**config.mk**
```make
export PLATFORM = sky130hd
export DESIGN_NAME = wdnr_ctrl
export DESIGN_NICKNAME = d
export VERILOG_FILES = /design/src/hdl/wdnr_pkg.sv /design/src/hdl/wdnr_ctrl.sv
export VERILOG_INCLUDE_DIRS = /design/src /design/src/hdl
export SDC_FILE = /design/constraint.sdc
export NUM_CORES = 1
export LEC_CHECK = 0
export ABC_AREA = 1
export BUFFER_PORTS_ARGS = -buffer_cell sky130_fd_sc_hd__buf_4
export CAP_MARGIN = 20
export CORE_UTILIZATION = 25
export CTS_BUF_LIST = sky130_fd_sc_hd__clkbuf_8
export CTS_CLUSTER_DIAMETER = 60
export DETAILED_ROUTE_END_ITERATION = 6
export GPL_TIMING_DRIVEN = 0
export SYNTH_ARGS = -nofsm -noshare
export SYNTH_HDL_FRONTEND = slang
export SYNTH_SLANG_ARGS = --single-unit
```
**constraint.sdc**
```tcl
create_clock -name clk -period 3.3 [get_ports clk]
set_clock_uncertainty 0.05 [all_clocks]
set_input_delay 0.66 -clock clk [delete_from_list [all_inputs] [get_ports clk]]
set_output_delay 0.66 -clock clk [all_outputs]
set_load 0.05 [all_outputs]
```
**src/hdl/wide_decimal_narrow_round_assert.svh**
```systemverilog
// Assertion macros shared by the decimal narrowing block.
`ifndef WIDE_DECIMAL_NARROW_ROUND_ASSERT_SVH
`define WIDE_DECIMAL_NARROW_ROUND_ASSERT_SVH

// Same-cycle implication.
`define WDNR_ASSERT_IMP(lbl, clk, rst_n, ante, cons) \
  lbl: assert property (@(posedge clk) disable iff (!rst_n) (ante) |-> (cons)) \
    else $error("wdnr assertion failed");

// Next-cycle implication.
`define WDNR_ASSERT_NXT(lbl, clk, rst_n, ante, cons) \
  lbl: assert property (@(posedge clk) disable iff (!rst_n) (ante) |=> (cons)) \
    else $error("wdnr assertion failed");

`endif

```
**src/hdl/wdnr_pkg.sv**
```systemverilog
// Package: widths, constants, codes and shared types of the decimal narrowing block.
package wdnr_pkg;

  localparam int MANT_WORDS = 7;
  localparam int WORD_W     = 32;
  localparam int MANT_W     = MANT_WORDS * WORD_W;
  localparam int KEEP_W     = 96;
  localparam int LOW_W      = 64;
  localparam int HIGH_W     = KEEP_W - LOW_W;
  localparam int EXP_W      = 6;
  localparam int SCALE_W    = 5;
  localparam int REM_W      = 4;
  localparam int CNT_W      = 3;
  localparam int MODE_W     = 2;
  localparam int STAT_W     = 2;
  localparam int ADDR_W     = 3;
  localparam int DATA_W     = 32;

  localparam int DEF_MAX_SCALE = 28;

  // ceil(2^35 / 10): exact quotient for dividends below 2^34
  localparam int RECIP_SHIFT = 35;
  localparam logic [WORD_W-1:0] RECIP_TEN = 32'hCCCC_CCCD;
  // floor(2^32 / 10); 2^32 mod 10 is 6
  localparam logic [WORD_W-1:0] WORD_QUOT = 32'h1999_9999;
  localparam int                WORD_REM  = 6;

  localparam logic [REM_W-1:0] HALF_DIGIT = 4'd5;

  localparam logic [MODE_W-1:0] MODE_EVEN    = 2'd0;
  localparam logic [MODE_W-1:0] MODE_HALF_UP = 2'd1;
  localparam logic [MODE_W-1:0] MODE_TRUNC   = 2'd2;

  localparam logic [STAT_W-1:0] STAT_OK      = 2'd0;
  localparam logic [STAT_W-1:0] STAT_POS_OVF = 2'd1;
  localparam logic [STAT_W-1:0] STAT_NEG_OVF = 2'd2;

  localparam logic REG_ROUNDING_MODE = 1'b0;

  typedef enum logic [2:0] {
    ST_IDLE,
    ST_CHECK,
    ST_DIV,
    ST_ROUND,
    ST_DONE
  } wdnr_state_t;

  typedef struct packed {
    logic load_in;
    logic start_div;
    logic div_step;
    logic round_step;
    logic load_out;
  } wdnr_cmd_t;

  typedef struct packed {
    logic need_step;
    logic out_free;
  } wdnr_sts_t;

endpackage

```
**src/hdl/wdnr_ctrl.sv**
```systemverilog
// Controller: sequences load, divide-by-ten steps, rounding and result hand-off.
`include "wide_decimal_narrow_round_assert.svh"

module wdnr_ctrl (
  input  logic                clk,
  input  logic                rst_n,
  input  logic                in_valid,
  output logic                in_stall,
  input  wdnr_pkg::wdnr_sts_t sts,
  output wdnr_pkg::wdnr_cmd_t cmd
);
  import wdnr_pkg::*;

  localparam logic [CNT_W-1:0] LAST_WORD = CNT_W'(MANT_WORDS - 1);

  wdnr_state_t      state_r, state_nxt;
  logic [CNT_W-1:0] cnt_r, cnt_nxt;

  always_ff @(posedge clk) begin
    if (!rst_n) begin
      state_r <= ST_IDLE;
      cnt_r   <= '0;
    end else begin
      state_r <= state_nxt;
      cnt_r   <= cnt_nxt;
    end
  end

  always_comb begin
    state_nxt = state_r;
    cnt_nxt   = cnt_r;
    cmd       = '0;
    in_stall  = 1'b1;
    unique case (state_r)
      ST_IDLE: begin
        in_stall = 1'b0;
        if (in_valid) begin
          cmd.load_in = 1'b1;
          state_nxt   = ST_CHECK;
        end
      end
      ST_CHECK: begin
        cnt_nxt = '0;
        if (sts.need_step) begin
          cmd.start_div = 1'b1;
          state_nxt     = ST_DIV;
        end else begin
          state_nxt = ST_DONE;
        end
      end
      ST_DIV: begin
        cmd.div_step = 1'b1;
        cnt_nxt      = cnt_r + CNT_W'(1);
        if (cnt_r == LAST_WORD) begin
          state_nxt = ST_ROUND;
        end
      end
      ST_ROUND: begin
        cmd.round_step = 1'b1;
        state_nxt      = ST_CHECK;
      end
      ST_DONE: begin
        if (sts.out_free) begin
          cmd.load_out = 1'b1;
          state_nxt    = ST_IDLE;
        end
      end
      default: state_nxt = ST_IDLE;
    endcase
  end

  `WDNR_ASSERT_NXT(a_round_then_check, clk, rst_n, state_r == ST_ROUND, state_r == ST_CHECK)
  `WDNR_ASSERT_NXT(a_div_len, clk, rst_n, state_r == ST_DIV && cnt_r == LAST_WORD, state_r == ST_ROUND)
  `WDNR_ASSERT_IMP(a_out_free, clk, rst_n, cmd.load_out, sts.out_free)

endmodule

```
==> flow_metrics.py, run 1 <==
metrics = {
    "global_routing": {
        "grt_remaining_overflow": 0,
        "grt_pass1_wl_mm": 1.186,
        "antenna_found_initial": 0,
        "globalRouteTotalUtil_pct": 12.20,
        "grt_pass1_vias": 294,
        "pin_count_of_the_biggest_net_entering_global_routing": 8,
    },
    "worst_hold_path": {
        "timing.hold.worst.class": "register to register",
        "hp-start": "cnt_r[2]",
    },
    "yosys": {
        "synth-warning-count": 0,
        "postSynthRegisterBits": 6,
        "synth.yosys.seq_area_share_pct": 36.50,
        "syn-cell-area_um2": 329.1,
        "synthTopCellsByArea": "dfxtp_1 (37%), inv_1 (8.0%), a21oi_1 (7.6%)",
        "synthesis.nets": 53,
        "synthesis.area_per_instance_um2": 7.154,
        "synth_enable_flop_cells": 0,
        "netlist.area_leader.share_pct": 36.50,
        "syn_inst": 46,
        "async_reset_ff_share_pct": 0,
        "synthMostInstantiatedCell": "inv_1",
        "ys_dominant_reg_cell": "dfxtp_1",
        "post_synth_most_frequent_cells": "inv_1 (7), dfxtp_1 (6), nor2_1 (6)",
        "synth_area_leader_cell": "dfxtp_1",
        "post_synth_num_cell_types": 16,
    },
    "power": {
        "power.density_cell_area_mw_per_mm2": 616.6,
        "internal_power_uw": 184.7,
        "share_clk_of_total_power_pct": 38.2,
        "register_share_of_total_power_pct": 30.5,
        "power.leakage_uw": 0.0002239,
        "p_comb_share_pct": 31.3,
        "switching_share_pct": 35.30,
        "netSwitchingPower_uw": 100.8,
        "irDropWorstVdd_mv": 0.2241,
    },
    "clock_tree": {
        "clockBufferDepth": 2,
        "worstSkewPairLatency_ns": 0.22,
        "clock_transition_at_the_register_clock_pins_on_the_worst_setup_and_hold_paths_after_cts_ns": 0.04,
        "clockRootBuffer": "clkbuf_8",
        "tritoncts_clock_tree": "yes",
        "htreeDepth": 1,
        "postCtsResizedCells": 0,
        "cts_buffers": 3,
        "clock_sink_count": 6,
        "cts_setup_buffers": 0,
        "ctsHoldBuffers": 0,
    },
    "status": {
        "outcome": "completed",
    },
    "sta": {
        "final-max-slew-violation-count": 0,
        "minimum_hold_slack_ns": 0.4651,
        "rsz_0062_raised_after_global_routing": "false",
        "timing_worst_slew_pin_value_ns": 0.2156,
        "timing.fmax_ghz": 0.5219,
        "fin_crit_ns": 1.916,
        "final_hold_viol_count": 0,
        "layout_worst_path_cycle_share_pct": 58.07,
        "finalSetupTns_ns": 0,
        "max-slew-margin-rel_pct": 85.50,
        "setup_viol": 0,
    },
    "critical_path": {
        "crit_path_start_kind": "register",
        "worst_ep_arrival_time_ns": 1.21,
        "cp_max_fo": 5,
        "setup.worst_path.start": "state_r[1]",
        "timing.critical_path.required_ns": 2.59,
        "end_kind": "primary output",
        "regToRegStartpoint": "cnt_r[0]",
        "worstSetupPathType": "register to primary output",
    },
    "place": {
        "detailedPlacementHpwl_um": 507,
        "place.gp.congestion": 0.7439,
        "buffer_ports.inserted": 10,
    },
    "drt": {
        "vias": 331,
        "dr.pass1.iters": 4,
        "route.detailed.drc": 0,
        "detail_route.iter0.violations": 8,
        "detail_route.wirelength_um": 747,
        "wl_per_cell_um": 10.23,
        "vias_per_cell": 4.534,
        "route.antenna.remaining_nets": 0,
    },
    "die": {
        "area_of_the_core_region_mm2": 0.001171,
        "die_x_um": 38.28,
        "initial_util_pct": 28.10,
        "design.portCount": 11,
        "std_cell_rows": 12,
        "die-height_um": 38.28,
        "die_area_mm2": 0.001465,
    },
    "final_layout": {
        "antenna_cells": 0,
        "final_layout_size_suffix_gt1_share_pct": 28.81,
        "area.growth.synth_to_final_pct": 40.68,
        "n_fill_cell": 123,
        "design.final.nets": 68,
    },
    "run": {
        "cap_viol_max_count": 0,
    },
}
-- logic make-up (layout without fill, tap and decap cells) --
logic type / Yosys count / in the layout / share of synthesized area (%)
compound gates: 6 / 6 / 9.123
xor+xnor: 1 / 1 / 2.662
fa+ha+maj: 2 / 2 / 7.603
buf+inv: 9 / 22 / 10.27
flops: 6 / 6 / 36.50
simple gates: 22 / 22 / 33.84
-- path summary, 6_finish.rpt --
path         cells past startpoint  slack, ns       end
max                              4       1.38    cmd[3]
min                              2       0.47  cnt_r[2]
max reg2reg                      4       2.13  cnt_r[1]
min reg2reg                      2       0.47  cnt_r[2]
-- stage by stage --
stage	util (%)	cells	area (µm²)	setup WS, ns	power [µW]
floorplan	-	46	329.1	0.4524	151.9
global placement	36.00	70	421.7	1.400	177.3
detailed placement	36.00	70	421.7	1.402	176.5
CTS	39.53	73	462.9	1.395	288.4
global route	39.53	73	462.9	1.322	301.4
finish	39.53	73	462.9	1.384	285.4
-- power by group through the flow --
stage                     Combinational (µW)  Clock (µW)  Sequential, µW
after floorplan                         65.5           0            86.3
after global placement                  88.9           0            88.4
after detailed placement                88.3           0            88.2
after CTS                               89.3         112            87.0
after global routing                    94.0         119            88.3
final                                   89.2         109            87.1
-- cell type report --
class	count	area [µm²]	area share, %
Sequential cell	6	120.1	25.95
Multi-Input combinational cell	31	175.2	37.84
Clock buffer	3	41.29	8.919
Inverter	9	33.78	7.297
Timing Repair Buffer	10	75.07	16.22
Tap cell	14	17.52	3.784
-- placed cells by master, fill, tap and decap left out --
cell type / synthesis / layout
ha_1: 2 / 2
nor2_1: 6 / 6
nand3_1: 5 / 5
clkbuf_8: 0 / 3
nor3_1: 1 / 1
inv_1: 7 / 7
nor2_2: 1 / 1
dfxtp_1: 6 / 6
inv_2: 2 / 2
nand3_2: 1 / 1
xor2_1: 1 / 1
a21oi_1: 5 / 5
nand2_1: 3 / 3
nand4_1: 3 / 3
o21ai_0: 1 / 1
buf_4: 0 / 10
or2_0: 1 / 1
nor4_1: 1 / 1
-- sequential cells by signal (all words and copies together) (netlist names) --
register,cells
state_r,3
cnt_r,3
-- layer usage --
metal	vias to the layer above	part of all wire, %	wire length [µm]	global-route usage [%]
met1	138	44	332	15.00
met2	10	50	372	18.22
li1	181	-	-	-
met4	0	1.6	12	8.036
met5	-	0	0	0
met3	2	3.9	29	3.488
-- critical path, stage by stage, from the launching register on --
cell	delay (ns)
dfxtp_1	0.34
inv_1	0.12
nand3_1	0.17
nor2_2	0.14
buf_4	0.21
(Power assumes the default switching activity.)
==> inputs of run 2 (changes only) <==
Clock period 3.3 ns to 1.63 ns, I/O delays scaled along.
==> flow_metrics.py, run 2 (synthesized netlist as in run 1, its figures left out) <==
metrics = {
    "critical_path": {
        "end_kind": "primary output",
        "worst_path_cell_trace": "inv_1 > nand3_2 > nor2_2 > buf_6",
        "crit_family": "flip-flops",
        "timing.critical_path.required_ns": 1.25,
        "worstSetupPathType": "register to primary output",
        "crit_path_start_kind": "register",
        "worst_ep_arrival_time_ns": 1.19,
        "worst_path_largest_cell_delay_ns": 0.36,
        "crit_path_top_delay_cell": "dfxtp_1",
        "cp_num_buf_inv": 2,
        "cp_max_fo": 5,
    },
    "place": {
        "buffer_ports.inserted": 10,
        "pre_cts_slack_ns": 0.2634,
        "detailedPlacementHpwl_um": 549.9,
        "place.gp.congestion": 0.7247,
    },
    "power": {
        "p_comb_share_pct": 32.7,
        "power.density_cell_area_mw_per_mm2": 1215,
        "power.leakage_uw": 0.0002272,
        "switching_share_pct": 36.48,
        "share_clk_of_total_power_pct": 37.1,
        "internal_power_uw": 381.3,
        "netSwitchingPower_uw": 219.0,
        "irDropWorstVdd_mv": 0.4614,
        "register_share_of_total_power_pct": 30.1,
    },
    "sta": {
        "finalWorstSetupSlack_ns": 0.06499,
        "layout_worst_path_cycle_share_pct": 96.01,
        "fin_crit_ns": 1.565,
        "timing_worst_slew_pin_value_ns": 0.2705,
        "timing.fmax_ghz": 0.6390,
        "max-slew-margin-rel_pct": 81.94,
        "final_hold_viol_count": 0,
        "final-max-slew-violation-count": 0,
        "setup_viol": 0,
        "finalSetupTns_ns": 0,
        "rsz_0062_raised_after_global_routing": "false",
    },
    "global_routing": {
        "grt_remaining_overflow": 0,
        "antenna_found_initial": 0,
        "pin_count_of_the_biggest_net_entering_global_routing": 8,
        "grt_pass1_vias": 298,
        "globalRouteTotalUtil_pct": 11.94,
        "grt_pass1_wl_mm": 1.166,
    },
    "drt": {
        "route.detailed.drc": 0,
        "route.antenna.remaining_nets": 0,
        "vias": 337,
        "detail_route.iter0.violations": 5,
        "vias_per_cell": 4.616,
        "wl_per_cell_um": 10.11,
        "dr.pass1.iters": 4,
        "detail_route.wirelength_um": 738,
    },
    "final_layout": {
        "final_common_cell": "buf_4",
        "top_regs": "cnt_r x3, state_r x3",
        "design.final.nets": 68,
        "sequential_cell_area_um2": 121.4,
        "area.growth.synth_to_final_pct": 50.19,
        "final_layout_size_suffix_gt1_share_pct": 40.68,
        "n_fill_cell": 120,
        "final_cell_mix": "buf_4 (9), inv_1 (6), a21oi_1 (5), dfxtp_1 (5)",
        "antenna_cells": 0,
        "combined_area_of_the_multi_input_logic_cells_um2": 201.4,
    },
    "die": {
        "die_x_um": 38.28,
        "die_area_mm2": 0.001465,
        "design.portCount": 11,
        "area_of_the_core_region_mm2": 0.001171,
        "die-height_um": 38.28,
        "initial_util_pct": 28.10,
        "std_cell_rows": 12,
    },
    "clock_tree": {
        "tritoncts_clock_tree": "yes",
        "clockBufferDepth": 2,
        "postCtsResizedCells": 0,
        "ctsHoldBuffers": 0,
        "cts_buffers": 3,
        "worstSkewPairLatency_ns": 0.22,
        "clock_transition_at_the_register_clock_pins_on_the_worst_setup_and_hold_paths_after_cts_ns": 0.04,
        "cts_setup_buffers": 0,
        "htreeDepth": 1,
        "clockRootBuffer": "clkbuf_8",
        "clock_sink_count": 6,
    },
    "run": {
        "cap_viol_max_count": 0,
    },
    "worst_hold_path": {
        "timing.hold.worst.class": "primary input to register",
    },
    "status": {
        "outcome": "completed",
    },
}
## run 2: cell counts in the layout (fill, tap and decap cells not counted)
No cell type changed its count.
## run 2: layout make-up
type	count	share of cell area, %
clock buffers	3	8.354
inverters	9	6.835
multi-input cells	31	40.76
flip-flops and latches	6	24.56
well taps	14	3.544
repair buffers	10	15.95
## run 2: final timing paths
path                   end  cells past startpoint  slack (ns)  startpoint
setup / recovery    cmd[3]                      4        0.06  state_r[1]
hold / removal    cnt_r[0]                      3        0.32       rst_n
setup reg to reg  cnt_r[1]                      4        0.48    cnt_r[0]
hold reg to reg   cnt_r[2]                      2        0.47    cnt_r[2]
## run 2: metal layers
metal	vias up	global-route usage [%]	part of all wire, %
met1	149	14.59	46
met2	9	17.80	47
met3	2	1.744	3.7
met4	0	10.71	2.7
met5	-	0	0
li1	177	-	-
## run 2: worst min-delay path, stage by stage
cell and delay, ns:
buf_4 0.11, o21ai_0 0.06, nor2_1 0.04
## run 2: power groups by stage
stage | clock [µW] | combinational, µW | sequential (µW)
CTS | 229 | 191 | 178
global placement | 0 | 189 | 180
floorplan | 0 | 142 | 176
finish | 223 | 196 | 181
detailed placement | 0 | 190 | 180
global route | 237 | 212 | 182
## run 2: through the flow
step / power (µW) / util (%) / hold WS [ns] / instance area (µm²) / std cells
finish: 600.3 / 42.20 / 0.3162 / 494.2 / 73
floorplan: 318.2 / - / 0.4117 / 347.8 / 46
global placement: 368.9 / 37.61 / 0.4566 / 440.4 / 70
CTS: 598.1 / 41.13 / 0.3109 / 481.7 / 73
detailed placement: 370.0 / 37.61 / 0.4590 / 440.4 / 70
global route: 631.0 / 42.20 / 0.3338 / 494.2 / 73
==> inputs of run 3 (changes only) <==
Settings changed: CORE_AREA set to 2 2 39 41, CORE_UTILIZATION 25 to not set, DIE_AREA set to 0 0 41 43.
==> flow_metrics.py, run 3 (synthesized netlist as in run 1, its figures left out) <==
metrics = {
    "status": {
        "outcome": "completed",
    },
    "power": {
        "power.density_cell_area_mw_per_mm2": 1210,
        "fin_total_pwr_uw": 592.1,
        "power.leakage_uw": 0.0002277,
        "irDropWorstVdd_mv": 0.4221,
    },
    "critical_path": {
        "worstSetupPathType": "register to primary output",
        "crit_family": "buffers and inverters",
        "worst_path_cell_trace": "inv_2 > nand3_2 > inv_1 > buf_4",
        "crit_path_start_kind": "register",
        "crit_path_top_delay_cell": "dfxtp_1",
        "worst_path_largest_cell_delay_ns": 0.34,
        "cp_max_fo": 7,
        "worst_ep_arrival_time_ns": 1.18,
        "timing.critical_path.required_ns": 1.25,
        "cp_num_buf_inv": 3,
        "end_kind": "primary output",
    },
    "die": {
        "area_of_the_core_region_mm2": 0.001384,
        "die_x_um": 41,
        "initial_util_pct": 23.78,
        "std_cell_rows": 14,
        "design.portCount": 11,
        "die_area_mm2": 0.001763,
        "die-height_um": 43,
    },
    "global_routing": {
        "grt_remaining_overflow": 0,
        "antenna_found_initial": 0,
        "globalRouteTotalUtil_pct": 9.759,
        "grt_pass1_wl_mm": 1.117,
        "pin_count_of_the_biggest_net_entering_global_routing": 8,
        "grt_pass1_vias": 289,
    },
    "clock_tree": {
        "cts_setup_buffers": 0,
        "ctsHoldBuffers": 0,
        "clockBufferDepth": 2,
        "cts_buffers": 3,
        "clock_transition_at_the_register_clock_pins_on_the_worst_setup_and_hold_paths_after_cts_ns": 0.04,
        "htreeDepth": 1,
        "clockRootBuffer": "clkbuf_8",
        "worstSkewPairLatency_ns": 0.22,
        "clock_sink_count": 6,
        "tritoncts_clock_tree": "yes",
    },
    "drt": {
        "route.met2.wl_um": 313,
        "detail_route.wirelength_um": 693,
        "route.detailed.drc": 0,
        "detail_route.iter0.violations": 5,
        "route.antenna.remaining_nets": 0,
        "wl_per_cell_um": 9.240,
        "vias_per_cell": 4.440,
        "vias": 333,
        "dr.pass1.iters": 2,
        "met3_length_um": 43,
        "top_layer": "met4",
        "wl_met1_um": 327,
    },
    "sta": {
        "max-slew-margin-rel_pct": 83.54,
        "timing.fmax_ghz": 0.6422,
        "finalWorstSetupSlack_ns": 0.07295,
        "rsz_0062_raised_after_global_routing": "false",
        "minimum_hold_slack_ns": 0.3138,
        "fin_crit_ns": 1.557,
        "timing_worst_slew_pin_value_ns": 0.2466,
        "final_hold_viol_count": 0,
        "final-max-slew-violation-count": 0,
        "layout_worst_path_cycle_share_pct": 95.52,
        "setup_viol": 0,
    },
    "final_layout": {
        "stdcell_area_um2": 489.2,
        "combined_area_of_the_multi_input_logic_cells_um2": 198.9,
        "antenna_cells": 0,
        "design.final.nets": 68,
        "area.growth.synth_to_final_pct": 48.67,
        "sequential_cell_area_um2": 120.1,
        "n_fill_cell": 142,
        "top_regs": "cnt_r x3, state_r x3",
        "final-instance-count-excl-fill": 75,
        "final_cell_mix": "buf_4 (10), inv_1 (7), dfxtp_1 (6), nor2_1 (5), a21oi_1 (5)",
        "final_layout_size_suffix_gt1_share_pct": 35.59,
        "final_common_cell": "buf_4",
    },
    "place": {
        "placed_cells_incl_taps": 72,
        "buffer_ports.inserted": 10,
        "placedInstanceArea_um2": 442.9,
        "detailedPlacementHpwl_um": 543.8,
        "place.gp.congestion": 0.7335,
        "pre_cts_slack_ns": 0.2637,
    },
    "run": {
        "cap_viol_max_count": 0,
    },
    "worst_hold_path": {
        "timing.hold.worst.class": "primary input to register",
    },
}
-- run 3: cell counts in the layout (fill, tap and decap cells not counted) --
Identical to the previous run, type by type.
-- run 3: routing by layer --
metal	global-route usage, %	up-vias
met5	0	-
li1	-	180
met2	13.75	8
met3	3.141	2
met4	8.000	0
met1	11.33	143
-- run 3: report_power, final --
| part | internal [µW] | switching (µW) | leakage [µW] |
|---|---|---|---|
| combinational | 58.9 | 132 | 0.000157 |
| clock | 159 | 64.9 | 0.0000216 |
| sequential | 160 | 17.9 | 0.0000488 |
-- run 3: per-stage QoR --
stage                     TNS (ns)  util, %
after floorplan            -0.1302        -
after global placement           0    32.01
after detailed placement         0    32.01
after CTS                        0    34.99
after global routing             0    35.35
final                            0    35.35
-- run 3: worst paths after layout --
kind / startpoint / to / slack (ns) / cells after the start
max reg2reg: cnt_r[0] / cnt_r[1] / 0.50 / 4
max: state_r[2] / cmd[2] / 0.07 / 4
min: rst_n / cnt_r[0] / 0.31 / 3
min reg2reg: cnt_r[2] / cnt_r[2] / 0.46 / 2
-- run 3: what timing repair did --
item | in CTS | in global routing
setup endpoints to repair | 0 | 1
endpoints found under the hold margin | 0 | 0
resized for setup | 0 | 1
-- run 3: layout make-up --
cell class,count,share of cell area [%]
multi-input cells,31,40.67
inverters,9,6.905
clock buffers,3,8.440
well taps,16,4.092
flip-flops and latches,6,24.55
repair buffers,10,15.35
-- run 3: worst register-to-register path, cell delays in order (launching register included) --
cell and delay (ns):
dfxtp_1 0.34, inv_1 0.06, ha_1 0.27, or2_0 0.21
a21oi_1 0.12
